File: src/rtl/crp_pkg.sv
// Shared types, codes and helpers for the colour ramp gradient map.
// No dependencies; the top level, front end, queue and back end refer to this package.
package crp_pkg;

  localparam logic [1:0] MODE_CONST  = 2'd0;
  localparam logic [1:0] MODE_LINEAR = 2'd1;
  localparam logic [1:0] MODE_EASE   = 2'd2;

  localparam logic [2:0] REG_MODE  = 3'd0;
  localparam logic [2:0] REG_COUNT = 3'd1;
  localparam logic [2:0] REG_STOP0 = 3'd2;

  // How the back end obtains t for a segment.
  localparam logic [1:0] T_ZERO = 2'd0;
  localparam logic [1:0] T_ONE  = 2'd1;
  localparam logic [1:0] T_DIV  = 2'd2;

  localparam int unsigned CHAN_W = 16;
  localparam int unsigned STOP_W = 64;

  typedef struct packed {
    logic [CHAN_W-1:0] red;
    logic [CHAN_W-1:0] green;
    logic [CHAN_W-1:0] blue;
  } colour_t;

  // One classified word travelling from the front end to the back end.
  typedef struct packed {
    logic              direct;
    logic              ease;
    logic [1:0]        t_kind;
    logic [CHAN_W-1:0] num;
    logic [CHAN_W-1:0] den;
    colour_t           cl;
    colour_t           cr;
  } entry_t;

  function automatic logic [CHAN_W-1:0] stop_pos(input logic [STOP_W-1:0] s);
    return s[63:48];
  endfunction

  function automatic colour_t stop_colour(input logic [STOP_W-1:0] s);
    colour_t c;
    c.red   = s[47:32];
    c.green = s[31:16];
    c.blue  = s[15:0];
    return c;
  endfunction

endpackage

File: src/rtl/crp_if.sv
// Stream interfaces for the colour ramp gradient map: factor in, colour out.
// Uses no package.
interface crp_in_if;
  logic        valid;
  logic        ready;
  logic [15:0] factor;
  modport source (output valid, output factor, input ready);
  modport sink   (input valid, input factor, output ready);
endinterface

interface crp_out_if;
  logic        valid;
  logic        ready;
  logic [15:0] red_out;
  logic [15:0] green_out;
  logic [15:0] blue_out;
  modport source (output valid, output red_out, output green_out, output blue_out,
                  input ready);
  modport sink   (input valid, input red_out, input green_out, input blue_out,
                  output ready);
endinterface

File: src/rtl/color_ramp_gradient_map_top.sv
// Colour ramp gradient map: a factor word in, one RGB colour word out.
// Depends on crp_pkg, crp_if, crp_front, crp_queue and crp_back.
//
// Each accepted factor (unsigned Q0.16) is mapped to a colour through up to
// MAX_STOPS stops written over the configuration port, positions ascending.
// The front end compares the factor against all configured stops in parallel and
// places a classified word in a two-word queue; the back end picks it up
// from the queue register once it is idle and works on one word at a time. A
// factor at or outside the end stops, or any factor in constant mode, is
// taken in the idle state and then offered as the result. A factor whose t
// is plainly zero or one (for example one lying on a stop) skips the
// divider. Any other interpolated factor passes through the shared restoring
// divider that forms t, a set-up step, in ease mode the smoothstep multiply,
// interpolation of one colour channel per cycle, and a final state offering
// the result; the divider sets the rate when the result is taken at once.
// The queue keeps taking factors while the back end is busy or a result is
// held, up to two words ahead. The user must write configuration only while
// the block is idle; the block itself does not enforce this.
module color_ramp_gradient_map_top #(
  parameter int MAX_STOPS = 6
) (
  input  logic        clk_i,
  input  logic        rst_ni,
  crp_in_if.sink      in_s,
  crp_out_if.source   out_m,
  input  logic        cfg_we_i,
  input  logic [2:0]  cfg_idx_i,
  input  logic [63:0] cfg_data_i
);

  // Configuration registers.
  logic [1:0] mode_q;
  logic [2:0] count_q;
  logic [MAX_STOPS-1:0][crp_pkg::STOP_W-1:0] stop_q;

  always_ff @(posedge clk_i or negedge rst_ni) begin
    if (!rst_ni) begin
      mode_q  <= crp_pkg::MODE_LINEAR;
      count_q <= 3'd1;
      stop_q  <= '0;
    end else if (cfg_we_i) begin
      if (cfg_idx_i == crp_pkg::REG_MODE) mode_q <= cfg_data_i[1:0];
      if (cfg_idx_i == crp_pkg::REG_COUNT) count_q <= cfg_data_i[2:0];
      for (int k = 0; k < MAX_STOPS; k++) begin
        if (cfg_idx_i == crp_pkg::REG_STOP0 + 3'(k)) stop_q[k] <= cfg_data_i;
      end
    end
  end

  crp_pkg::entry_t  push_word;
  crp_pkg::entry_t  pop_word;
  logic             pop_valid;
  logic             pop_ready;
  crp_pkg::colour_t res;

  // Classification is purely combinational; the queue registers the word.
  crp_front #(.MAX_STOPS(MAX_STOPS)) u_front (
    .factor_i (in_s.factor),
    .mode_i   (mode_q),
    .count_i  (count_q),
    .stops_i  (stop_q),
    .entry_o  (push_word)
  );

  crp_queue u_queue (
    .clk_i        (clk_i),
    .rst_ni       (rst_ni),
    .push_valid_i (in_s.valid),
    .push_ready_o (in_s.ready),
    .push_data_i  (push_word),
    .pop_valid_o  (pop_valid),
    .pop_ready_i  (pop_ready),
    .pop_data_o   (pop_word)
  );

  crp_back u_back (
    .clk_i       (clk_i),
    .rst_ni      (rst_ni),
    .pop_valid_i (pop_valid),
    .pop_ready_o (pop_ready),
    .entry_i     (pop_word),
    .res_valid_o (out_m.valid),
    .res_ready_i (out_m.ready),
    .res_o       (res)
  );

  assign out_m.red_out   = res.red;
  assign out_m.green_out = res.green;
  assign out_m.blue_out  = res.blue;

endmodule

File: src/rtl/crp_front.sv
// Front end: finds the segment for a factor and packs the classified word.
// Depends on crp_pkg.
module crp_front #(
  parameter int MAX_STOPS = 6
) (
  input  logic [15:0]                            factor_i,
  input  logic [1:0]                             mode_i,
  input  logic [2:0]                             count_i,
  input  logic [MAX_STOPS-1:0][crp_pkg::STOP_W-1:0] stops_i,
  output crp_pkg::entry_t                        entry_o
);

  localparam logic [2:0] MaxN = 3'(MAX_STOPS);

  logic [2:0]  n;
  logic [2:0]  last;
  logic [2:0]  hi;
  logic [15:0] p0;
  logic [15:0] plast;
  logic [15:0] pl;
  logic [15:0] pr;
  crp_pkg::colour_t c0;
  crp_pkg::colour_t clast;
  crp_pkg::colour_t cl;
  crp_pkg::colour_t cr;

  always_comb begin
    n = count_i;
    if (n == 3'd0) n = 3'd1;
    if (n > MaxN) n = MaxN;
    last = n - 3'd1;

    p0    = crp_pkg::stop_pos(stops_i[0]);
    c0    = crp_pkg::stop_colour(stops_i[0]);
    plast = p0;
    clast = c0;
    for (int k = 0; k < MAX_STOPS; k++) begin
      if (3'(k) == last) begin
        plast = crp_pkg::stop_pos(stops_i[k]);
        clast = crp_pkg::stop_colour(stops_i[k]);
      end
    end

    // Lowest stop from the second one on that lies at or past the factor.
    hi = last;
    for (int k = MAX_STOPS - 1; k >= 1; k--) begin
      if (3'(k) <= last && crp_pkg::stop_pos(stops_i[k]) >= factor_i) hi = 3'(k);
    end

    pl = p0;
    pr = p0;
    cl = c0;
    cr = c0;
    for (int k = 0; k < MAX_STOPS; k++) begin
      if (3'(k) == hi - 3'd1) begin
        pl = crp_pkg::stop_pos(stops_i[k]);
        cl = crp_pkg::stop_colour(stops_i[k]);
      end
      if (3'(k) == hi) begin
        pr = crp_pkg::stop_pos(stops_i[k]);
        cr = crp_pkg::stop_colour(stops_i[k]);
      end
    end

    entry_o.direct = 1'b0;
    entry_o.ease   = (mode_i == crp_pkg::MODE_EASE);
    entry_o.num    = factor_i - pl;
    entry_o.den    = pr - pl;
    entry_o.cl     = cl;
    entry_o.cr     = cr;
    // A factor sitting on the right stop gives exactly one, which the
    // 16-bit quotient of the divider cannot hold.
    if (pl == pr || factor_i <= pl)       entry_o.t_kind = crp_pkg::T_ZERO;
    else if (pr < pl || factor_i == pr)   entry_o.t_kind = crp_pkg::T_ONE;
    else                                  entry_o.t_kind = crp_pkg::T_DIV;

    if (p0 >= factor_i) begin
      entry_o.direct = 1'b1;
      entry_o.cl     = c0;
    end else if (plast <= factor_i) begin
      entry_o.direct = 1'b1;
      entry_o.cl     = clast;
    end else if (mode_i == crp_pkg::MODE_CONST) begin
      entry_o.direct = 1'b1;
    end
  end

endmodule

File: src/rtl/crp_queue.sv
// Two-word queue between the front end and the back end.
// Depends on crp_pkg for the word type.
module crp_queue (
  input  logic            clk_i,
  input  logic            rst_ni,
  input  logic            push_valid_i,
  output logic            push_ready_o,
  input  crp_pkg::entry_t push_data_i,
  output logic            pop_valid_o,
  input  logic            pop_ready_i,
  output crp_pkg::entry_t pop_data_o
);

  crp_pkg::entry_t mem_q [2];
  logic       wr_ptr_q, wr_ptr_d;
  logic       rd_ptr_q, rd_ptr_d;
  logic [1:0] fill_q, fill_d;
  logic       push, pop;

  assign push_ready_o = (fill_q != 2'd2);
  assign pop_valid_o  = (fill_q != 2'd0);
  assign pop_data_o   = mem_q[rd_ptr_q];
  assign push         = push_valid_i && push_ready_o;
  assign pop          = pop_valid_o && pop_ready_i;

  always_comb begin
    wr_ptr_d = wr_ptr_q ^ push;
    rd_ptr_d = rd_ptr_q ^ pop;
    fill_d   = fill_q + {1'b0, push} - {1'b0, pop};
  end

  always_ff @(posedge clk_i or negedge rst_ni) begin
    if (!rst_ni) begin
      wr_ptr_q <= 1'b0;
      rd_ptr_q <= 1'b0;
      fill_q   <= 2'd0;
    end else begin
      wr_ptr_q <= wr_ptr_d;
      rd_ptr_q <= rd_ptr_d;
      fill_q   <= fill_d;
    end
  end

  always_ff @(posedge clk_i) begin
    if (push) mem_q[wr_ptr_q] <= push_data_i;
  end

endmodule

File: src/rtl/crp_back.sv
// Back end: divider for t, smoothstep shaping and per-channel interpolation.
// Depends on crp_pkg.
module crp_back (
  input  logic             clk_i,
  input  logic             rst_ni,
  input  logic             pop_valid_i,
  output logic             pop_ready_o,
  input  crp_pkg::entry_t  entry_i,
  output logic             res_valid_o,
  input  logic             res_ready_i,
  output crp_pkg::colour_t res_o
);

  localparam logic [2:0] ST_IDLE  = 3'd0;
  localparam logic [2:0] ST_DIV   = 3'd1;
  localparam logic [2:0] ST_SHAPE = 3'd2;
  localparam logic [2:0] ST_SM    = 3'd3;
  localparam logic [2:0] ST_LERP  = 3'd4;
  localparam logic [2:0] ST_OUT   = 3'd5;

  logic [2:0]       state_q, state_d;
  crp_pkg::entry_t  ent_q, ent_d;
  logic [15:0]      rem_q, rem_d;
  logic [15:0]      quo_q, quo_d;
  logic [3:0]       cnt_q, cnt_d;
  logic [16:0]      t_q, t_d;
  logic [32:0]      sq_q, sq_d;
  logic [16:0]      u_q, u_d;
  logic [1:0]       ch_q, ch_d;
  crp_pkg::colour_t res_q, res_d;

  logic [16:0]        rem2;
  logic [17:0]        w;
  logic [50:0]        sm_prod;
  logic [15:0]        lc, rc, lv;
  logic signed [16:0] diff;
  logic signed [34:0] lprod;
  logic signed [35:0] acc;

  assign pop_ready_o = (state_q == ST_IDLE);
  assign res_valid_o = (state_q == ST_OUT);
  assign res_o       = res_q;

  always_comb begin
    state_d = state_q;
    ent_d   = ent_q;
    rem_d   = rem_q;
    quo_d   = quo_q;
    cnt_d   = cnt_q;
    t_d     = t_q;
    sq_d    = sq_q;
    u_d     = u_q;
    ch_d    = ch_q;
    res_d   = res_q;

    rem2    = {rem_q, 1'b0};
    w       = 18'd196608 - {t_q, 1'b0};
    sm_prod = 51'(sq_q) * 51'(w);

    case (ch_q)
      2'd0:    begin lc = ent_q.cl.red;   rc = ent_q.cr.red;   end
      2'd1:    begin lc = ent_q.cl.green; rc = ent_q.cr.green; end
      default: begin lc = ent_q.cl.blue;  rc = ent_q.cr.blue;  end
    endcase
    diff  = $signed({1'b0, rc}) - $signed({1'b0, lc});
    lprod = diff * $signed({1'b0, u_q});
    acc   = $signed({4'd0, lc, 16'd0}) + 36'(lprod) + 36'sd32768;
    lv    = acc[31:16];

    case (state_q)
      ST_IDLE: begin
        if (pop_valid_i) begin
          ent_d = entry_i;
          if (entry_i.direct) begin
            res_d   = entry_i.cl;
            state_d = ST_OUT;
          end else if (entry_i.t_kind == crp_pkg::T_DIV) begin
            rem_d   = entry_i.num;
            quo_d   = 16'd0;
            cnt_d   = 4'd0;
            state_d = ST_DIV;
          end else begin
            t_d     = (entry_i.t_kind == crp_pkg::T_ONE) ? 17'd65536 : 17'd0;
            state_d = ST_SHAPE;
          end
        end
      end
      ST_DIV: begin
        // Restoring division, one quotient bit a cycle; the remainder stays
        // below the divisor, so 16 bits hold it.
        if (rem2 >= {1'b0, ent_q.den}) begin
          rem_d = 16'(rem2 - {1'b0, ent_q.den});
          quo_d = {quo_q[14:0], 1'b1};
        end else begin
          rem_d = rem2[15:0];
          quo_d = {quo_q[14:0], 1'b0};
        end
        cnt_d = cnt_q + 4'd1;
        if (cnt_q == 4'd15) begin
          t_d     = {1'b0, quo_d};
          state_d = ST_SHAPE;
        end
      end
      ST_SHAPE: begin
        ch_d = 2'd0;
        if (ent_q.ease) begin
          sq_d    = 33'(t_q) * 33'(t_q);
          state_d = ST_SM;
        end else begin
          u_d     = t_q;
          state_d = ST_LERP;
        end
      end
      ST_SM: begin
        u_d     = sm_prod[48:32];
        state_d = ST_LERP;
      end
      ST_LERP: begin
        case (ch_q)
          2'd0:    res_d.red   = lv;
          2'd1:    res_d.green = lv;
          default: res_d.blue  = lv;
        endcase
        ch_d = ch_q + 2'd1;
        if (ch_q == 2'd2) state_d = ST_OUT;
      end
      ST_OUT: begin
        if (res_ready_i) state_d = ST_IDLE;
      end
      default: state_d = ST_IDLE;
    endcase
  end

  always_ff @(posedge clk_i or negedge rst_ni) begin
    if (!rst_ni) begin
      state_q <= ST_IDLE;
    end else begin
      state_q <= state_d;
    end
  end

  always_ff @(posedge clk_i) begin
    ent_q <= ent_d;
    rem_q <= rem_d;
    quo_q <= quo_d;
    cnt_q <= cnt_d;
    t_q   <= t_d;
    sq_q  <= sq_d;
    u_q   <= u_d;
    ch_q  <= ch_d;
    res_q <= res_d;
  end

endmodule

File: src/flat_wrapper.sv
// flat-port wrapper written by rule: the top's interface ports become plain ports
module color_ramp_gradient_map_top_flat 
#(
  parameter int MAX_STOPS = 6
)
  (clk_i, rst_ni, cfg_we_i, cfg_idx_i, cfg_data_i, in_s_valid, in_s_factor, in_s_ready, out_m_valid, out_m_red_out, out_m_green_out, out_m_blue_out, out_m_ready);
  crp_in_if in_s_i ();
  crp_out_if out_m_i ();
  input  logic clk_i;
  input  logic rst_ni;
  input  logic cfg_we_i;
  input  logic [2:0] cfg_idx_i;
  input  logic [63:0] cfg_data_i;
  input wire logic [$bits(in_s_i.valid)-1:0] in_s_valid;
  input wire logic [$bits(in_s_i.factor)-1:0] in_s_factor;
  output wire logic [$bits(in_s_i.ready)-1:0] in_s_ready;
  output wire logic [$bits(out_m_i.valid)-1:0] out_m_valid;
  output wire logic [$bits(out_m_i.red_out)-1:0] out_m_red_out;
  output wire logic [$bits(out_m_i.green_out)-1:0] out_m_green_out;
  output wire logic [$bits(out_m_i.blue_out)-1:0] out_m_blue_out;
  input wire logic [$bits(out_m_i.ready)-1:0] out_m_ready;
  assign in_s_i.valid = in_s_valid;
  assign in_s_i.factor = in_s_factor;
  assign in_s_ready = in_s_i.ready;
  assign out_m_valid = out_m_i.valid;
  assign out_m_red_out = out_m_i.red_out;
  assign out_m_green_out = out_m_i.green_out;
  assign out_m_blue_out = out_m_i.blue_out;
  assign out_m_i.ready = out_m_ready;
  color_ramp_gradient_map_top #(.MAX_STOPS(MAX_STOPS)) u_core (.clk_i(clk_i), .rst_ni(rst_ni), .in_s(in_s_i), .out_m(out_m_i), .cfg_we_i(cfg_we_i), .cfg_idx_i(cfg_idx_i), .cfg_data_i(cfg_data_i));
endmodule
File: config.mk
export PLATFORM = sky130hd
export DESIGN_NAME = color_ramp_gradient_map_top_flat
export DESIGN_NICKNAME = d
export VERILOG_FILES = /design/src/rtl/crp_pkg.sv /design/src/rtl/crp_if.sv /design/src/rtl/color_ramp_gradient_map_top.sv /design/src/rtl/crp_front.sv /design/src/rtl/crp_queue.sv /design/src/rtl/crp_back.sv /design/src/flat_wrapper.sv
export SDC_FILE = /design/constraint.sdc
export NUM_CORES = 2
export LEC_CHECK = 0
export BUFFER_PORTS_ARGS = -buffer_cell sky130_fd_sc_hd__buf_2
export CORE_ASPECT_RATIO = 1.5
export CORE_MARGIN = 8
export CORE_UTILIZATION = 40
export CTS_CLUSTER_DIAMETER = 150
export CTS_CLUSTER_SIZE = 16
export DETAILED_ROUTE_END_ITERATION = 10
export GPL_ROUTABILITY_DRIVEN = 0
export PLACE_DENSITY = 0.65
export SYNTH_ARGS = -nofsm -noshare
export SYNTH_HDL_FRONTEND = slang
export SYNTH_SLANG_ARGS = --single-unit
export TNS_END_PERCENT = 5
File: constraint.sdc
create_clock -name clk_i -period 16.5 [get_ports clk_i]
set_input_delay 4.95 -clock clk_i [delete_from_list [all_inputs] [get_ports clk_i]]
set_output_delay 4.95 -clock clk_i [all_outputs]
set_load 0.01 [all_outputs]
==> impl_results.md <==
- EDFF count, synth: 528
- Cts hold-fix bufs: 0
- Post-DP HPWL: 185 mm
- Drt first-iter violations: 5112
- Ys Warns: 0
- Clk sink count: 924
- Vias after detailed routing: 62900
- Initial core utilization: 40.1%
- Worst-Skew Late Latency: 700 ps
- Placed inst area: 88200 um^2
- Vias in the first global route: 67500
- Max-slew headroom: 16.5%
- Worst hold endpoint: u_core.u_queue.fill_q[1]$_DFF_PN0_
- CTS max path bufs: 3
- Share of cells above drive strength 1: 11.5%
- TNS Setup: 0 ps
- Initial antenna violation count: 36
- Crit path kind: in2reg
- Cell with the most instances on the worst path: o21ai_0
- Post-synthesis sequential area ratio: 30.6%
- Share of the synthesized area in the top cell type: 21.3%
- Syn Inst Count: 8295
- Global-route wire length before repair: 391 mm
- CTS root buf: clkbuf_16
- Avg Synthesized Cell Area: 10.1 um^2
- Post-cts resize count: 0
- Final Cycle Share: 80.3%
- Fmax: 75.5 MHz
- Routed vias/inst: 5.66
- Setup violations, final: 0
- Critical Path Source Type: input port
- Worst-margin pin slew: 1250 ps
- Reg2reg end: u_core.u_back.res_o[15]$_DFFE_PP_
- Synth top cells by count: 1175 x inv_1, 971 x nand2_1, 893 x fa_1, 557 x ha_1, 528 x edfxtp_1
- Slowest-stage cell, CP: a2111oi_0
- Largest net degree at the start of global routing: 107
- CTS tree: built
- Synth async-reset ratio: 42.9%
- RSZ-0062 raised after global routing: false
- CP peak stage delay: 1030 ps
- Postcts setup bufs: 0
- Drt first pass iters: 8
- Clk slew on worst S/H paths: 70 ps
- Critical path fanouts, max: 23
- CORE AREA: 210000 um^2
- Most common cell in the synthesized netlist: inv_1
- Cell variety after synth: 99
- Hold Path Stages: 1
- Die span in y: 577 um
- Maximum capacitance violations: 0
- H-tree depth: 3
- Cts bufs inserted: 68
- FP Rows: 206
- HP Class: reg2reg
- Max-slew violations: 0
- Status: finished, final reports clean
- Critical path required time: 16920 ps
- Area growth syn-to-layout: 7.38%
- Critical path arrival: 13660 ps
- R2R cell count: 39
- Launching point of the worst reg2reg path: u_core.u_back.ch_q[0]$_SDFFCE_PN0P_
- I/O pin count: 138
- Leading area contributor after synthesis: fa_1
- Design Area, Final: 90300 um^2
- Routed Antenna Nets: 0
- Setup Skew: 58.6 ps
- Final hold vios: 0
- Min Tclk post-route: 13240 ps
- Crit end category: flip-flop
- Routed WL per cell: 23.0 um
- Total grt overflow: 0
- Post-Syn Area: 84100 um^2
- Most used DFF post-synth: edfxtp_1
- Worst hold path startpoint: u_core.u_queue.fill_q[1]$_DFF_PN0_
- Worst R2R Setup Slack: 4870 ps
- Die Area: 225000 um^2
- Drt drc: 0
- Ranking of synthesized cells by area: fa_1 21%, edfxtp_1 19%, dfrtp_1 12%, ha_1 8.3%, mux2_2 6.8%
- Total GRT Usage: 22.4%
- NumNets Final: 9764
- PortBufs: 137
- Routed WL: 255 mm
- Register bit total from synthesis: 924
- Die Wd: 390 um
## cells by family (layout without fill, tap and decap cells)
kind of cell               count (synthesis)  after routing  share of synthesized area [%]
other                                      2             38                        0.00893
buffers and inverters                   1603           1575                           7.22
DFF                                      924            924                           30.6
adders and majority gates               1451           1451                           29.6
AOI/OAI and AO/OA                       1278           1278                           9.68
and+or+nand+nor                         2133           2133                           11.5
muxes                                    774            774                           10.0
xor gates and xnor gates                 130            130                           1.39
## worst max-delay path, delay by kind of cell
kind | cells | cell delay [ps]
buffers and inverters | 4 | 1220
AND/OR/NAND/NOR | 5 | 1080
multiplexers | 2 | 590
adder cells (fa/ha/maj) | 3 | 1000
AO/OA/AOI/OAI | 17 | 4780
## final cells by class
type	instances	area, um^2
Fill cell	19800	119000
Multi-Input combinational cell	5780	52700
Sequential cell	924	25800
Inverter	1176	4410
Tap cell	2808	3510
Clock buffer	114	1870
Timing Repair Buffer	276	1780
Clock inverter	9	180
Antenna cell	24	60.1
## cell usage in the layout, fill, tap and decap left out, types with 68 or more instances in the layout
master and count:
o21ai_0 338, a211oi_1 229, ha_1 554, and2_1 337, xnor2_1 76, fa_1 893, nor2_1 493, clkbuf_16 68
nand2_1 968, a21oi_1 333, mux2_2 509, edfxtp_1 528, buf_4 136, buf_2 136, mux2i_1 258, inv_1 1175
dfrtp_1 393
## worst max-delay path by stage
stage,start,end,slack (ps)
3_5_place_dp,in_s_factor[13],u_core.u_queue.mem_q[0][127]$_DFFE_PP_,2870
6_report,in_s_factor[13],u_core.u_queue.mem_q[0][127]$_DFFE_PP_,3260
2_1_floorplan,u_core.u_back.state_q[2]$_DFFE_PN0P_,u_core.u_queue.fill_q[1]$_DFF_PN0_,2970
5_1_grt,in_s_factor[13],u_core.u_queue.mem_q[1][127]$_DFFE_PP_,2860
3_3_place_gp,in_s_factor[13],u_core.u_queue.mem_q[0][127]$_DFFE_PP_,2830
4_1_cts,in_s_factor[13],u_core.u_queue.mem_q[0][127]$_DFFE_PP_,3560
## sequential cells by signal (all words and copies together) (netlist names)
name and count:
u_core.u_back.ent_q 113, u_core.u_back.u_q 17, u_core.u_back.t_q 17, u_core.count_q 3, u_core.stop_q 384, u_core.mode_q 2, u_core.u_back.quo_q 15, u_core.u_back.state_q 3
u_core.u_back.rem_q 16, u_core.u_queue.fill_q 2, u_core.u_queue.mem_q 264, u_core.u_back.cnt_q 4, u_core.u_back.sq_q 32, u_core.u_queue.wr_ptr_q 1, u_core.u_queue.rd_ptr_q 1, u_core.u_back.res_o 48
u_core.u_back.ch_q 2
## layer usage
metal	up-vias	track usage (%)	wire length [um]
met5	-	0	107
met4	16	15.2	20600
met3	1130	3.45	17300
met2	2799	39.9	128000
met1	31500	24.5	89800
li1	27400	-	-
## metrics by stage
step                setup slack, ps  hold WS (ps)  cells  util, %
global placement               2830           483  11000     42.1
finish                         3260           508  11100     43.1
global route                   2860           517  11100     43.1
floorplan                      2970           468   8307        -
detailed placement             2870           499  11000     42.1
CTS                            3560           511  11100     43.1
Power is not shown: default switching activity piles up to over one toggle a cycle in this logic, so the estimate is an artifact.
